--- config.mk ---
export PLATFORM = sky130hd
export DESIGN_NAME = magnetic_vehicle_detector_flat
export DESIGN_NICKNAME = d
export VERILOG_FILES = /design/src/design/mvd_pkg.sv /design/src/design/mvd_if.sv /design/src/design/mvd_regs.sv /design/src/design/mvd_filter.sv /design/src/design/magnetic_vehicle_detector.sv /design/src/flat_wrapper.sv
export SDC_FILE = /design/constraint.sdc
export NUM_CORES = 1
export LEC_CHECK = 0
export BUFFER_PORTS_ARGS = -buffer_cell sky130_fd_sc_hd__buf_2
export CAP_MARGIN = 10
export CORE_ASPECT_RATIO = 1.25
export CORE_UTILIZATION = 50
export CTS_CLUSTER_DIAMETER = 150
export DETAILED_ROUTE_END_ITERATION = 16
export PLACE_DENSITY = 0.71
export SYNTH_ARGS = -nofsm -noshare
export SYNTH_HDL_FRONTEND = slang
export SYNTH_SLANG_ARGS = --single-unit
--- constraint.sdc ---
create_clock -name clk -period 11.7 [get_ports clk]
set_input_delay 1.755 -clock clk [delete_from_list [all_inputs] [get_ports clk]]
set_output_delay 1.755 -clock clk [all_outputs]
set_load 0.05 [all_outputs]
--- src/design/mvd_pkg.sv ---
// ----------------------------------------------------------------------------
// mvd_pkg
// Shared constants, register codes and types of the magnetic vehicle detector.
// ----------------------------------------------------------------------------
package mvd_pkg;

    localparam int SAMPLE_BITS = 10;
    localparam int LEAK_SHIFT  = 3;

    localparam int AVG_W    = SAMPLE_BITS + LEAK_SHIFT;
    localparam int CHG_W    = AVG_W + LEAK_SHIFT;
    localparam int MARGIN_W = 9;
    localparam int LEVEL_W  = 13;
    localparam int HOLD_W   = 8;
    localparam int CMP_W    = (AVG_W > LEVEL_W) ? AVG_W : LEVEL_W;
    localparam int RAIL_W   = ((SAMPLE_BITS > MARGIN_W) ? SAMPLE_BITS : MARGIN_W) + 1;
    localparam int ADDR_W   = 4;
    localparam int DATA_W   = 32;

    localparam logic [SAMPLE_BITS-1:0] FULL_SCALE = '1;

    localparam logic [MARGIN_W-1:0] RAIL_MARGIN_RST   = 9'd230;
    localparam logic [LEVEL_W-1:0]  DETECT_LEVEL_RST  = 13'd85;
    localparam logic [HOLD_W-1:0]   HOLDOFF_TICKS_RST = 8'd45;

    localparam logic CMD_SAMPLE = 1'b0;
    localparam logic CMD_TICK   = 1'b1;

    typedef enum logic [1:0] {
        REG_RAIL_MARGIN   = 2'd0,
        REG_DETECT_LEVEL  = 2'd1,
        REG_HOLDOFF_TICKS = 2'd2
    } reg_idx_t;

    typedef enum logic [1:0] {
        POT_NONE     = 2'd0,
        POT_DECREASE = 2'd1,
        POT_INCREASE = 2'd2
    } pot_action_t;

    typedef struct packed {
        logic [MARGIN_W-1:0] rail_margin;
        logic [LEVEL_W-1:0]  detect_level;
        logic [HOLD_W-1:0]   holdoff_ticks;
    } cfg_t;

    typedef struct packed {
        logic [AVG_W-1:0] fast;
        logic [AVG_W-1:0] slow;
        logic [CHG_W-1:0] change;
    } filt_state_t;

endpackage

--- src/design/mvd_if.sv ---
// ----------------------------------------------------------------------------
// mvd_item_if / mvd_result_if
// Valid/ready channels for input items and result items.
// ----------------------------------------------------------------------------
interface mvd_item_if;
    import mvd_pkg::*;

    logic                   valid;
    logic                   ready;
    logic                   command;
    logic                   channel;
    logic [SAMPLE_BITS-1:0] sample;

    modport source (output valid, output command, output channel, output sample,
                    input ready);
    modport sink   (input valid, input command, input channel, input sample,
                    output ready);
endinterface

interface mvd_result_if;
    logic       valid;
    logic       ready;
    logic [1:0] pot_action;
    logic       detected;
    logic       holdoff_active;

    modport source (output valid, output pot_action, output detected,
                    output holdoff_active, input ready);
    modport sink   (input valid, input pot_action, input detected,
                    input holdoff_active, output ready);
endinterface

--- src/design/mvd_regs.sv ---
// ----------------------------------------------------------------------------
// mvd_regs
// APB configuration registers: rail margin, detect level and holdoff reload.
// ----------------------------------------------------------------------------
module mvd_regs (
    input  logic                  clk,
    input  logic                  rst_n,
    input  logic                  psel,
    input  logic                  penable,
    input  logic                  pwrite,
    input  logic [mvd_pkg::ADDR_W-1:0] paddr,
    input  logic [mvd_pkg::DATA_W-1:0] pwdata,
    output logic [mvd_pkg::DATA_W-1:0] prdata,
    output logic                  pready,
    output mvd_pkg::cfg_t         cfg
);
    import mvd_pkg::*;

    logic [MARGIN_W-1:0] rail_margin_reg;
    logic [LEVEL_W-1:0]  detect_level_reg;
    logic [HOLD_W-1:0]   holdoff_ticks_reg;
    logic                wr_en;
    reg_idx_t            reg_idx;

    assign pready  = 1'b1;
    assign wr_en   = psel && penable && pwrite;
    assign reg_idx = reg_idx_t'(paddr[3:2]);

    always_ff @(posedge clk or negedge rst_n)
    begin
        if (!rst_n)
        begin
            rail_margin_reg   <= RAIL_MARGIN_RST;
            detect_level_reg  <= DETECT_LEVEL_RST;
            holdoff_ticks_reg <= HOLDOFF_TICKS_RST;
        end
        else if (wr_en)
        begin
            unique case (reg_idx)
                REG_RAIL_MARGIN:   rail_margin_reg   <= pwdata[MARGIN_W-1:0];
                REG_DETECT_LEVEL:  detect_level_reg  <= pwdata[LEVEL_W-1:0];
                REG_HOLDOFF_TICKS: holdoff_ticks_reg <= pwdata[HOLD_W-1:0];
                default:           ;
            endcase
        end
    end

    always_comb
    begin
        unique case (reg_idx)
            REG_RAIL_MARGIN:   prdata = DATA_W'(rail_margin_reg);
            REG_DETECT_LEVEL:  prdata = DATA_W'(detect_level_reg);
            REG_HOLDOFF_TICKS: prdata = DATA_W'(holdoff_ticks_reg);
            default:           prdata = '0;
        endcase
    end

    assign cfg.rail_margin   = rail_margin_reg;
    assign cfg.detect_level  = detect_level_reg;
    assign cfg.holdoff_ticks = holdoff_ticks_reg;

endmodule

--- src/design/mvd_filter.sv ---
// ----------------------------------------------------------------------------
// mvd_filter
// Next state of one channel's fast, slow and change leaky integrators.
// ----------------------------------------------------------------------------
module mvd_filter (
    input  mvd_pkg::filt_state_t           cur,
    input  logic [mvd_pkg::SAMPLE_BITS-1:0] reading,
    output mvd_pkg::filt_state_t           nxt,
    output logic [mvd_pkg::AVG_W-1:0]      level
);
    import mvd_pkg::*;

    logic [AVG_W-1:0] fast_next;
    logic [AVG_W-1:0] slow_next;
    logic [AVG_W-1:0] diff;
    logic [CHG_W-1:0] change_next;

    always_comb
    begin
        fast_next   = cur.fast - (cur.fast >> LEAK_SHIFT) + AVG_W'(reading);
        slow_next   = cur.slow - (cur.slow >> LEAK_SHIFT) + (fast_next >> LEAK_SHIFT);
        diff        = (fast_next >= slow_next) ? (fast_next - slow_next)
                                               : (slow_next - fast_next);
        change_next = cur.change - (cur.change >> LEAK_SHIFT) + CHG_W'(diff);
    end

    assign nxt.fast   = fast_next;
    assign nxt.slow   = slow_next;
    assign nxt.change = change_next;
    assign level      = change_next[CHG_W-1:LEAK_SHIFT];

endmodule

--- src/design/magnetic_vehicle_detector.sv ---
// ----------------------------------------------------------------------------
// magnetic_vehicle_detector
// Two-channel magnetometer change detector with rail check and holdoff.
//
//   Channel    Direction  Handshake      Payload
//   item_in    in         valid/ready    command, channel, sample
//   result_out out        valid/ready    pot_action, detected, holdoff_active
//   APB        in         psel/penable   rail_margin, detect_level, holdoff_ticks
//
// Each item passes from transfer in through the input register to the result
// register, with the integrator update between the two; one item is accepted
// every cycle unless a stalled result holds both registers.
// Reset clears the integrators, the holdoff counter and both valid flags.
// A stalled result holds the input register; input is refused only while both
// registers are full and the result is not taken.
// ----------------------------------------------------------------------------
module magnetic_vehicle_detector (
    input  logic                        clk,
    input  logic                        rst_n,
    mvd_item_if.sink                    item_in,
    mvd_result_if.source                result_out,
    input  logic                        psel,
    input  logic                        penable,
    input  logic                        pwrite,
    input  logic [mvd_pkg::ADDR_W-1:0]  paddr,
    input  logic [mvd_pkg::DATA_W-1:0]  pwdata,
    output logic [mvd_pkg::DATA_W-1:0]  prdata,
    output logic                        pready
);
    import mvd_pkg::*;

    cfg_t                   cfg;

    logic                   s1_valid_reg;
    logic                   s1_command_reg;
    logic                   s1_channel_reg;
    logic [SAMPLE_BITS-1:0] s1_sample_reg;

    filt_state_t            filt_reg [2];
    logic [HOLD_W-1:0]      holdoff_reg;
    logic [HOLD_W-1:0]      holdoff_next;

    logic                   out_valid_reg;
    logic [1:0]             out_pot_reg;
    logic                   out_detected_reg;
    logic                   out_holdoff_reg;

    filt_state_t            filt_next;
    logic [AVG_W-1:0]       level;
    logic                   advance;
    logic                   is_sample;
    logic                   fire;
    logic                   rail_hi;
    logic                   rail_lo;
    pot_action_t            pot_next;

    mvd_regs u_regs (
        .clk     (clk),
        .rst_n   (rst_n),
        .psel    (psel),
        .penable (penable),
        .pwrite  (pwrite),
        .paddr   (paddr),
        .pwdata  (pwdata),
        .prdata  (prdata),
        .pready  (pready),
        .cfg     (cfg)
    );

    mvd_filter u_filter (
        .cur     (filt_reg[s1_channel_reg]),
        .reading (s1_sample_reg),
        .nxt     (filt_next),
        .level   (level)
    );

    assign advance       = s1_valid_reg && (!out_valid_reg || result_out.ready);
    assign item_in.ready = !s1_valid_reg || advance;
    assign is_sample     = (s1_command_reg == CMD_SAMPLE);

    always_comb
    begin
        rail_hi = (RAIL_W'(s1_sample_reg) + RAIL_W'(cfg.rail_margin)) > RAIL_W'(FULL_SCALE);
        rail_lo = RAIL_W'(s1_sample_reg) < RAIL_W'(cfg.rail_margin);
        fire    = is_sample && (CMP_W'(level) > CMP_W'(cfg.detect_level))
                  && (holdoff_reg == '0);

        if (!is_sample)
            pot_next = POT_NONE;
        else if (rail_hi)
            pot_next = POT_DECREASE;
        else if (rail_lo)
            pot_next = POT_INCREASE;
        else
            pot_next = POT_NONE;

        if (!is_sample)
            holdoff_next = (holdoff_reg != '0) ? holdoff_reg - 1'b1 : holdoff_reg;
        else if (fire)
            holdoff_next = cfg.holdoff_ticks;
        else
            holdoff_next = holdoff_reg;
    end

    always_ff @(posedge clk or negedge rst_n)
    begin
        if (!rst_n)
        begin
            s1_valid_reg  <= 1'b0;
            out_valid_reg <= 1'b0;
            holdoff_reg   <= '0;
            filt_reg[0]   <= '0;
            filt_reg[1]   <= '0;
        end
        else
        begin
            if (item_in.ready)
                s1_valid_reg <= item_in.valid;
            if (advance)
                out_valid_reg <= 1'b1;
            else if (result_out.ready)
                out_valid_reg <= 1'b0;
            if (advance)
            begin
                holdoff_reg <= holdoff_next;
                if (is_sample)
                    filt_reg[s1_channel_reg] <= filt_next;
            end
        end
    end

    always_ff @(posedge clk)
    begin
        if (item_in.valid && item_in.ready)
        begin
            s1_command_reg <= item_in.command;
            s1_channel_reg <= item_in.channel;
            s1_sample_reg  <= item_in.sample;
        end
        if (advance)
        begin
            out_pot_reg      <= pot_next;
            out_detected_reg <= fire;
            out_holdoff_reg  <= (holdoff_next != '0);
        end
    end

    assign result_out.valid          = out_valid_reg;
    assign result_out.pot_action     = out_pot_reg;
    assign result_out.detected       = out_detected_reg;
    assign result_out.holdoff_active = out_holdoff_reg;

endmodule

--- src/flat_wrapper.sv ---
// flat-port wrapper written by rule: the top's interface ports become plain ports
module magnetic_vehicle_detector_flat import mvd_pkg::*;
  (clk, rst_n, psel, penable, pwrite, paddr, pwdata, prdata, pready, item_in_valid, item_in_command, item_in_channel, item_in_sample, item_in_ready, result_out_valid, result_out_pot_action, result_out_detected, result_out_holdoff_active, result_out_ready);
  mvd_item_if item_in_i ();
  mvd_result_if result_out_i ();
  input  logic clk;
  input  logic rst_n;
  input  logic psel;
  input  logic penable;
  input  logic pwrite;
  input  logic [mvd_pkg::ADDR_W-1:0] paddr;
  input  logic [mvd_pkg::DATA_W-1:0] pwdata;
  output logic [mvd_pkg::DATA_W-1:0] prdata;
  output logic pready;
  input wire logic [$bits(item_in_i.valid)-1:0] item_in_valid;
  input wire logic [$bits(item_in_i.command)-1:0] item_in_command;
  input wire logic [$bits(item_in_i.channel)-1:0] item_in_channel;
  input wire logic [$bits(item_in_i.sample)-1:0] item_in_sample;
  output wire logic [$bits(item_in_i.ready)-1:0] item_in_ready;
  output wire logic [$bits(result_out_i.valid)-1:0] result_out_valid;
  output wire logic [$bits(result_out_i.pot_action)-1:0] result_out_pot_action;
  output wire logic [$bits(result_out_i.detected)-1:0] result_out_detected;
  output wire logic [$bits(result_out_i.holdoff_active)-1:0] result_out_holdoff_active;
  input wire logic [$bits(result_out_i.ready)-1:0] result_out_ready;
  assign item_in_i.valid = item_in_valid;
  assign item_in_i.command = item_in_command;
  assign item_in_i.channel = item_in_channel;
  assign item_in_i.sample = item_in_sample;
  assign item_in_ready = item_in_i.ready;
  assign result_out_valid = result_out_i.valid;
  assign result_out_pot_action = result_out_i.pot_action;
  assign result_out_detected = result_out_i.detected;
  assign result_out_holdoff_active = result_out_i.holdoff_active;
  assign result_out_i.ready = result_out_ready;
  magnetic_vehicle_detector u_core (.clk(clk), .rst_n(rst_n), .item_in(item_in_i), .result_out(result_out_i), .psel(psel), .penable(penable), .pwrite(pwrite), .paddr(paddr), .pwdata(pwdata), .prdata(prdata), .pready(pready));
endmodule
==> metrics.txt <==
# TYPE chip_impl_metric gauge
chip_impl_metric{name="layout_min_cycle_time",unit="ns"} 11.29
chip_impl_metric{name="ioPinCount",unit=""} 94
chip_impl_metric{name="async_flop_share",unit=""} 0.886
chip_impl_info{name="rr_startpoint",value="u_core.s1_channel_reg"} 1
chip_impl_metric{name="synth.avg_cell_area",unit="um2"} 9.18
chip_impl_metric{name="yosysUniqueCellTypes",unit=""} 73
chip_impl_info{name="critical_path.startpoint",value="u_core.s1_channel_reg"} 1
chip_impl_metric{name="pin_count_of_the_biggest_net_entering_global_routing",unit=""} 72
chip_impl_metric{name="grt_usage",unit=""} 0.236
chip_impl_metric{name="global_route_wire_length_before_repair",unit="mm"} 40.4
chip_impl_metric{name="row_count",unit=""} 59
chip_impl_metric{name="coreArea",unit="um2"} 20900
chip_impl_metric{name="final-setup-viol-count",unit=""} 0
chip_impl_metric{name="syn-instance-count",unit=""} 1164
chip_impl_metric{name="initial_core_util",unit=""} 0.511
chip_impl_metric{name="hold_path_depth",unit=""} 2
chip_impl_metric{name="clock.fmax",unit="GHz"} 0.0886
chip_impl_metric{name="timing.final.max_slew_violations",unit=""} 0
chip_impl_metric{name="timing.critical_path.fanout_max",unit=""} 8
chip_impl_metric{name="clockBufferDepth",unit=""} 2
chip_impl_metric{name="critical_path_depth",unit=""} 51
chip_impl_info{name="crit_type",value="flip-flop to flip-flop"} 1
chip_impl_metric{name="wirelength",unit="mm"} 25.4
chip_impl_metric{name="drt_iter0_markers",unit=""} 405
chip_impl_metric{name="num_vias",unit=""} 8372
chip_impl_info{name="synth_largest_area_cell",value="sky130_fd_sc_hd__dfrtp_1"} 1
chip_impl_metric{name="timing.setup.tns",unit="ns"} 0
chip_impl_info{name="startpoint_type",value="flip-flop"} 1
chip_impl_metric{name="finalCritPeriodShare",unit=""} 0.965
chip_impl_info{name="leading_cell_types_by_total_area_after_synthesis",value="sky130_fd_sc_hd__dfrtp_1 (26%), sky130_fd_sc_hd__ha_1 (11%), sky130_fd_sc_hd__fa_1 (6.7%)"} 1
chip_impl_metric{name="worst_r2r_path_depth",unit=""} 51
chip_impl_metric{name="cts_htree_levels",unit=""} 4
chip_impl_metric{name="die_w",unit="um"} 133
chip_impl_metric{name="clock_sinks",unit=""} 140
chip_impl_info{name="min_delay_worst_endpoint",value="u_core.filt_reg[50]"} 1
chip_impl_metric{name="hold_viol_final",unit=""} 0
chip_impl_metric{name="synth_edf_count",unit=""} 16
chip_impl_metric{name="synth.yosys.seq_area_share",unit=""} 0.337
chip_impl_metric{name="critPathBufInv",unit=""} 8
chip_impl_metric{name="antenna_violating_nets_post_route",unit=""} 0
chip_impl_info{name="critPathSlowestCell",value="sky130_fd_sc_hd__fa_1"} 1
chip_impl_metric{name="slew_limit_headroom",unit=""} 0.410
chip_impl_metric{name="synth-warning-count",unit=""} 0
chip_impl_info{name="cp_top_family",value="compound AO/OA/AOI/OAI gates"} 1
chip_impl_metric{name="final-seq-area",unit="um2"} 3600
chip_impl_info{name="worst_r2r_endpoint",value="u_core.result_out.holdoff_active"} 1
chip_impl_metric{name="worst_slew_pin_slew",unit="ns"} 0.885
chip_impl_metric{name="synthDominantCellAreaShare",unit=""} 0.260
chip_impl_metric{name="portBuffers",unit=""} 52
chip_impl_metric{name="post_drt_via_cell_ratio",unit=""} 5.38
chip_impl_metric{name="drt_pass1_iterations",unit=""} 5
chip_impl_metric{name="drive_above_1_share",unit=""} 0.213
chip_impl_metric{name="synthToLayoutAreaGrowth",unit="%"} 17.3
chip_impl_metric{name="detail_route.wl_per_cell",unit="um"} 16.3
chip_impl_metric{name="antenna_violations_before_repair",unit=""} 0
chip_impl_metric{name="r2r_setup_slack",unit="ns"} 0.41
chip_impl_metric{name="clk_latency",unit="ns"} 0.44
chip_impl_metric{name="multi_input_area",unit="um2"} 6570
chip_impl_metric{name="syn-cell-area",unit="um2"} 10700
chip_impl_metric{name="gp_routability_congestion",unit=""} 0.893
chip_impl_metric{name="antenna_cells_inserted",unit=""} 0
chip_impl_metric{name="largest_register_ffs",unit=""} 84
chip_impl_info{name="critPathCaptureType",value="flip-flop"} 1
chip_impl_metric{name="grt_pass1_vias",unit=""} 8209
chip_impl_metric{name="cts.hold.buffers_added",unit=""} 0
chip_impl_info{name="holdCritStartpoint",value="u_core.filt_reg[50]"} 1
chip_impl_info{name="hold_class",value="flip-flop to flip-flop"} 1
chip_impl_metric{name="finalNetCount",unit=""} 1457
chip_impl_info{name="most_frequently_used_cell_type_in_the_post_synthesis_netlist",value="sky130_fd_sc_hd__inv_1"} 1
chip_impl_info{name="synthTopCellsByCount",value="sky130_fd_sc_hd__inv_1 (153), sky130_fd_sc_hd__nand2_1 (150), sky130_fd_sc_hd__o21ai_0 (124)"} 1
chip_impl_info{name="tritoncts_clock_tree",value="yes"} 1
chip_impl_metric{name="worst_setup_hold_path_clk_slew",unit="ns"} 0.07
chip_impl_metric{name="ys_ff_latch",unit=""} 140
chip_impl_metric{name="cap_viol_max_count",unit=""} 0
chip_impl_metric{name="die_height",unit="um"} 165
chip_impl_info{name="status",value="complete, no violations"} 1
chip_impl_info{name="dominantRegCellSynth",value="sky130_fd_sc_hd__dfrtp_1"} 1
chip_impl_metric{name="slowest_delay",unit="ns"} 0.54
chip_impl_info{name="cts.root.buffer_cell",value="sky130_fd_sc_hd__clkbuf_16"} 1
chip_impl_metric{name="critPathRequiredTime",unit="ns"} 11.88
chip_impl_metric{name="drc",unit=""} 0
chip_impl_metric{name="dpl.hpwl",unit="mm"} 18.8
chip_impl_metric{name="tritoncts.num_buffers",unit=""} 17
chip_impl_metric{name="n_fill_cell",unit=""} 1780
chip_impl_metric{name="clock-skew-final",unit="ns"} 0.0151
chip_impl_metric{name="globalRoute.totalOverflow",unit=""} 0
chip_impl_metric{name="design.die.area",unit="um2"} 22000
chip_impl_metric{name="cp.arrival",unit="ns"} 11.47
## logic make-up after synthesis
| family | after synthesis | share of synthesized area |
|---|---|---|
| other | 2 | 0.000703 |
| multiplexers | 88 | 0.0867 |
| adder cells (fa/ha/maj) | 133 | 0.181 |
| buffers and inverters | 211 | 0.0838 |
| AO/OA/AOI/OAI | 262 | 0.155 |
| XOR/XNOR | 39 | 0.0327 |
| flip-flops | 140 | 0.337 |
| AND/OR/NAND/NOR | 289 | 0.124 |
## area by class of cell
cell class,count,area share
sequential,140,0.287
timing repair buffer,126,0.0683
clock buffer,18,0.0342
multi-input combinational,831,0.524
tap,274,0.0274
clock inverter,14,0.0128
inverter,153,0.0458
## cells in the final DEF (no fill, tap or decap), drive strengths merged, types with 5 or more instances in the layout
master / count
o21ai: 124
nor4: 5
xor2: 19
nand3: 15
dfstp: 13
a21oi: 42
nand2b: 11
a211oi: 5
o21bai: 11
clkbuf: 19
a21o: 20
dfrtp: 111
nand4: 5
nor2: 40
nand2: 150
and3: 5
and2: 7
or2: 6
mux2: 36
a31oi: 6
nor3: 17
fa: 36
xnor2: 20
nor2b: 12
inv: 158
edfxtp: 16
ha: 97
buf: 125
mux2i: 52
conb: 20
o21a: 15
## metrics by stage
stage	hold WS [ns]	setup WS, ns	utilization	instance area [um2]	std cells
final	0.476	0.414	0.600	12500	1556
after global routing	0.500	-0.144	0.600	12500	1556
after CTS	0.477	0.0214	0.578	12100	1538
after detailed placement	0.462	0.00768	0.550	11500	1506
after global placement	0.457	0.123	0.550	11500	1506
after floorplan	0.442	0.00755	-	10800	1182
## routing by layer
layer  up-vias  wire length [um]  global-route usage
met5         -                 0                   0
met4         0               792               0.102
met3        59               793              0.0354
met2       183             13100               0.431
met1      4024             10700               0.276
li1       4106                 -                   -
## worst register-to-register path: cells and delay by family, from the launching register on
kind / cells / cell delay [ns]
AO/OA/AOI/OAI: 18 / 3.71
adder cells (fa/ha/maj): 8 / 2.90
AND/OR/NAND/NOR: 11 / 1.83
buffers and inverters: 8 / 0.95
XOR/XNOR: 4 / 0.69
multiplexers: 2 / 0.53
flip-flops: 1 / 0.43
## how the worst max path moves through the flow
stage / endpoint / slack [ns]
floorplan: u_core.result_out.holdoff_active / 0.008
global route: u_core.result_out.holdoff_active / -0.14
finish: u_core.result_out.holdoff_active / 0.41
detailed placement: u_core.result_out.holdoff_active / 0.008
global placement: u_core.result_out.holdoff_active / 0.12
CTS: u_core.result_out.holdoff_active / 0.02
## timing repair
action | CTS | global route
setup endpoints to repair | 1 | 10
pin swaps | 0 | 27
buffers inserted | 0 | 17
gates cloned | 0 | 1
gates resized for setup | 1 | 61
Power is left out: the tool's default activity adds up to more than one toggle a clock period on the data nets, which glitch-free logic cannot reach.
